File: config.mk
export PLATFORM = sky130hd
export DESIGN_NAME = shc_queue
export DESIGN_NICKNAME = d
export VERILOG_FILES = /design/src/hw/rtl/shc_pkg.sv /design/src/hw/rtl/shc_queue.sv
export SDC_FILE = /design/constraint.sdc
export NUM_CORES = 1
export LEC_CHECK = 0
export BUFFER_PORTS_ARGS = -buffer_cell sky130_fd_sc_hd__buf_2
export CORE_MARGIN = 3
export CORE_UTILIZATION = 40
export DETAILED_ROUTE_END_ITERATION = 10
export GPL_TIMING_DRIVEN = 0
export SLEW_MARGIN = 20
export SYNTH_ARGS = -nofsm -noshare
export SYNTH_HDL_FRONTEND = slang
export SYNTH_SLANG_ARGS = --single-unit
export TNS_END_PERCENT = 20
File: constraint.sdc
create_clock -name clk -period 22.9 [get_ports clk]
set_clock_uncertainty 0.05 [all_clocks]
set_input_delay 4.58 -clock clk [delete_from_list [all_inputs] [get_ports clk]]
set_output_delay 4.58 -clock clk [all_outputs]
set_load 0.02 [all_outputs]
File: src/hw/rtl/shc_pkg.sv
package shc_pkg;

  localparam int unsigned MAX_CLUSTERS = 1024;
  localparam int unsigned HASH_SLOTS   = 2048;
  localparam int unsigned CLUSTER_W    = 10;
  localparam int unsigned SLOT_W       = 11;
  localparam int unsigned COUNT_W      = 11;

  localparam logic [31:0] HASH_MUL_X = 32'd73856093;
  localparam logic [31:0] HASH_MUL_Y = 32'd19349663;
  localparam logic [31:0] HASH_MUL_Z = 32'd83492791;
  localparam logic [31:0] INV_CELL_RESET = 32'd65536;

  typedef struct packed {
    logic               restart;
    logic               first_point;
    logic [23:0]        curve_id;
    logic signed [31:0] pos_x;
    logic signed [31:0] pos_y;
    logic signed [31:0] pos_z;
  } in_t;

  typedef struct packed {
    logic [23:0]          curve_out;
    logic [CLUSTER_W-1:0] cluster_id;
    logic                 new_cluster;
    logic                 table_full;
    logic signed [31:0]   box_min_x;
    logic signed [31:0]   box_min_y;
    logic signed [31:0]   box_min_z;
    logic signed [31:0]   box_max_x;
    logic signed [31:0]   box_max_y;
    logic signed [31:0]   box_max_z;
  } out_t;

  // classified point handed from front to back
  typedef struct packed {
    logic              restart;
    logic              first_point;
    logic [23:0]       curve_id;
    logic [2:0][31:0]  pos;
    logic [2:0][31:0]  key;
    logic [SLOT_W-1:0] hash;
  } job_t;

  typedef struct packed {
    logic                 valid;
    logic [2:0][31:0]     key;
    logic [CLUSTER_W-1:0] cluster;
  } slot_t;

  typedef struct packed {
    logic [2:0][31:0] lo;
    logic [2:0][31:0] hi;
  } box_t;

  // home slot: only the low bits of each product reach the index
  function automatic logic [SLOT_W-1:0] hash_idx(input logic [2:0][31:0] k);
    logic [2*SLOT_W-1:0] hx, hy, hz;
    hx = k[0][SLOT_W-1:0] * HASH_MUL_X[SLOT_W-1:0];
    hy = k[1][SLOT_W-1:0] * HASH_MUL_Y[SLOT_W-1:0];
    hz = k[2][SLOT_W-1:0] * HASH_MUL_Z[SLOT_W-1:0];
    return hx[SLOT_W-1:0] ^ hy[SLOT_W-1:0] ^ hz[SLOT_W-1:0];
  endfunction

endpackage

File: src/hw/rtl/shc_queue.sv
module shc_queue (
  input  logic          clk,
  input  logic          rst_n,
  input  logic          push,
  input  shc_pkg::job_t push_data,
  output logic          full,
  input  logic          pop,
  output logic          empty,
  output shc_pkg::job_t pop_data
);
  import shc_pkg::*;

  job_t       ent_r [2];
  logic       wp_r, rp_r;
  logic [1:0] cnt_r;

  assign full     = (cnt_r == 2'd2);
  assign empty    = (cnt_r == 2'd0);
  assign pop_data = ent_r[rp_r];

  always_ff @(posedge clk) begin
    if (!rst_n) begin
      wp_r  <= 1'b0;
      rp_r  <= 1'b0;
      cnt_r <= 2'd0;
    end else begin
      if (push) wp_r <= ~wp_r;
      if (pop)  rp_r <= ~rp_r;
      cnt_r <= cnt_r + {1'b0, push} - {1'b0, pop};
    end
    if (push) begin
      ent_r[wp_r] <= push_data;
    end
  end

endmodule

==> metrics.csv <==
stage,metric,value,unit
routing,vias,8718,
routing,drcViolationCount,0,
grt,grt.total_usage,0.165,
clock_tree,postCtsSetupBuffers,0,
floorplan,die-height,211,um
logic_synthesis,synth_xor_area_frac,0.00186,
sta,maxSlewHeadroom,0.653,
floorplan,initial_core_util,0.408,
logic_synthesis,syn_avg_cell_area,23.0,um^2
setup_path,worst-path-max-fanout,10,
setup_path,crit_chain,buf_4 > buf_6 > mux2_2 > buf_2,
grt,overflow,0,
logic_synthesis,synth_top_family_by_area,multiplexers,
logic_synthesis,ys_seq_elements,463,
pwr,p_leak,8.24,nW
floorplan,placeableCoreArea,41200,um^2
setup_path,cp.required,18.27,ns
sta,drv_slew,0,
clock_tree,ctsLongestPathBuffers,3,
sta,hold_violations,0,
routing,drt_wl_total,37900,um
setup_path,crit_arrival,1.97,ns
sta,worst_pin_slew,0.520,ns
placed_design,routabilityCongestion,0.746,
grt,grt_max_degree,51,
sta,setup_slack,16.30,ns
routing,first_pass_iters,4,
logic_synthesis,ys_seq_area_frac,0.823,
layout,drive_gt1_frac,0.619,
clock_tree,cts_hold_buf,0,
logic_synthesis,synth_area,16800,um^2
status,outcome,"finished, final reports clean",
clock_tree,cts-root-buf,clkbuf_16,
pwr,powerDensity,93.6,nW/um^2
routing,detail_route.wl_per_cell,20.6,um
job,cap_viol_max_count,0,
logic_synthesis,synthCells,733,
logic_synthesis,synth.mux.area_fraction,0.153,
sta,post-route-period-util,0.288,
routing,drt_iter0_drc,429,
routing,ant_nets,0,
clock_tree,htree_num_levels,2,
setup_path,cp-end-kind,output port,
layout,nets,1499,
sta,post-route-min-period,6.60,ns
clock_tree,cts_tree,done,
logic_synthesis,synth-compound-area-share,0.000446,
layout,final_area,21900,um^2
placed_design,dpl.hpwl,27100,um
sta,fmax,0.151,GHz
setup_path,slowest_delay,0.39,ns
clock_tree,cts_buffers,49,
clock_tree,cts_resized,0,
setup_path,cp_num_buf_inv,3,
clock_tree,clk_pin_slew,0.06,ns
floorplan,die_w,211,um
setup_path,crit_family,buffers and inverters,
floorplan,io-pin-count,464,
worst_hold_path,hold_class,reg -> reg,
layout,syn2layout_area_growth,30.4,%
placed_design,place_area,20200,um^2
pwr,ir_drop,0.0709,mV
grt,grt_pass1_vias,9265,
logic_synthesis,yosysUniqueCellTypes,14,
setup_path,cp_slowest_cell,dfxtp_1,
grt,antenna_found_initial,12,
logic_synthesis,yosysWarningCount,0,
sta,rsz0062_at_grt,false,
placed_design,post-place-ws,16.19,ns
floorplan,rows,74,
sta,setup_viol,0,
placed_design,io_buffers,463,
sta,tns,0,ns
layout,post-route-util,0.533,
clock_tree,clock-sinks,463,
setup_path,critical_path_class,reg -> out,
logic_synthesis,synth_fp_nets,968,
pwr,power,0.00205,W
logic_synthesis,synth-simple-area-share,0.00320,
clock_tree,clock_latency,0.56,ns
setup_path,start_kind,flop,
floorplan,die-area,44600,um^2
grt,grt_pass1_wl,55300,um
logic_synthesis,synth_fa_ha_area_frac,0.00149,
routing,via_per_inst,4.73,
## per-layer routing
| metal | track usage | wire length (um) | vias to the layer above |
|---|---|---|---|
| li1 | - | - | 4018 |
| met5 | 0 | 78 | - |
| met2 | 0.284 | 19300 | 297 |
| met4 | 0.0688 | 1150 | 12 |
| met1 | 0.189 | 14000 | 4313 |
| met3 | 0.0579 | 3360 | 78 |
## cell families after synthesis
logic type	count (synthesis)
compound gates	1
simple gates	9
fa+ha+maj	2
buf+inv	27
xor+xnor	2
flops	463
mux	229
## cell usage in the layout, fill, tap and decap left out, drive strengths merged
master	synthesis	routed
o21a	1	1
clkbuf	0	62
xnor3	1	1
clkinv	0	16
edfxtp	458	458
mux2	229	229
buf	25	505
bufinv	0	9
diode	0	7
and2	4	4
nor2	1	1
dfxtp	5	5
xor2	1	1
clkinvlp	0	2
nor2b	4	4
inv	2	3
ha	2	2
## stage by stage
| stage | instances | hold WS (ns) |
|---|---|---|
| global route | 1839 | 0.559 |
| detailed placement | 1745 | 0.522 |
| global placement | 1728 | 0.517 |
| CTS | 1835 | 0.532 |
| finish | 1842 | 0.531 |
| floorplan | 733 | 0.505 |
## power breakdown
group / switching, W / leakage (nW) / internal, W / total, W
logic: 0.000142 / 3.09 / 0.000103 / 0.000246
registers: 0.00000885 / 4.34 / 0.000980 / 0.000989
clock network: 0.000312 / 0.818 / 0.000508 / 0.000820
## state kept, by name, indices dropped and copies added (netlist names), named ones only
signal  count
cnt_r       2
ent_r     458
rp_r        1
wp_r        1
## worst min-delay path: cells and delay by family (launching register included)
kind,cells,cell delay (ns)
DFF,1,0.32
and+or+nand+nor,1,0.15
xor gates and xnor gates,1,0.07
## final timing paths
check	start	endpoint	slack, ns	cells after the start
max	flop	pop_data[218]	16.30	4
min	rp_r	flop	0.53	2
max reg2reg	wp_r	ent_r[0][78]	20.65	7
min reg2reg	rp_r	flop	0.53	2
## layout make-up
| type | instances | area (um^2) |
|---|---|---|
| multi-input cells | 243 | 2710 |
| clock buffers | 62 | 1320 |
| inverters | 2 | 7.51 |
| clock inverters | 28 | 368 |
| well taps | 532 | 666 |
| diodes | 7 | 17.5 |
| flip-flops and latches | 463 | 13900 |
| fillers | 3368 | 19300 |
| plain buffers | 25 | 272 |
| repair buffers | 480 | 2740 |
## cells in the mapped netlist (all sizes together)
cell | instances | area (um^2)
dfxtp | 5 | 100
buf | 25 | 272
mux2 | 229 | 2580
and2 | 4 | 25.0
xor2 | 1 | 8.76
xnor3 | 1 | 22.5
inv | 2 | 7.51
edfxtp | 458 | 13800
nor2b | 4 | 25.0
ha | 2 | 25.0
o21a | 1 | 7.51
nor2 | 1 | 3.75
No activity file was read; power rests on OpenSTA's default activity.
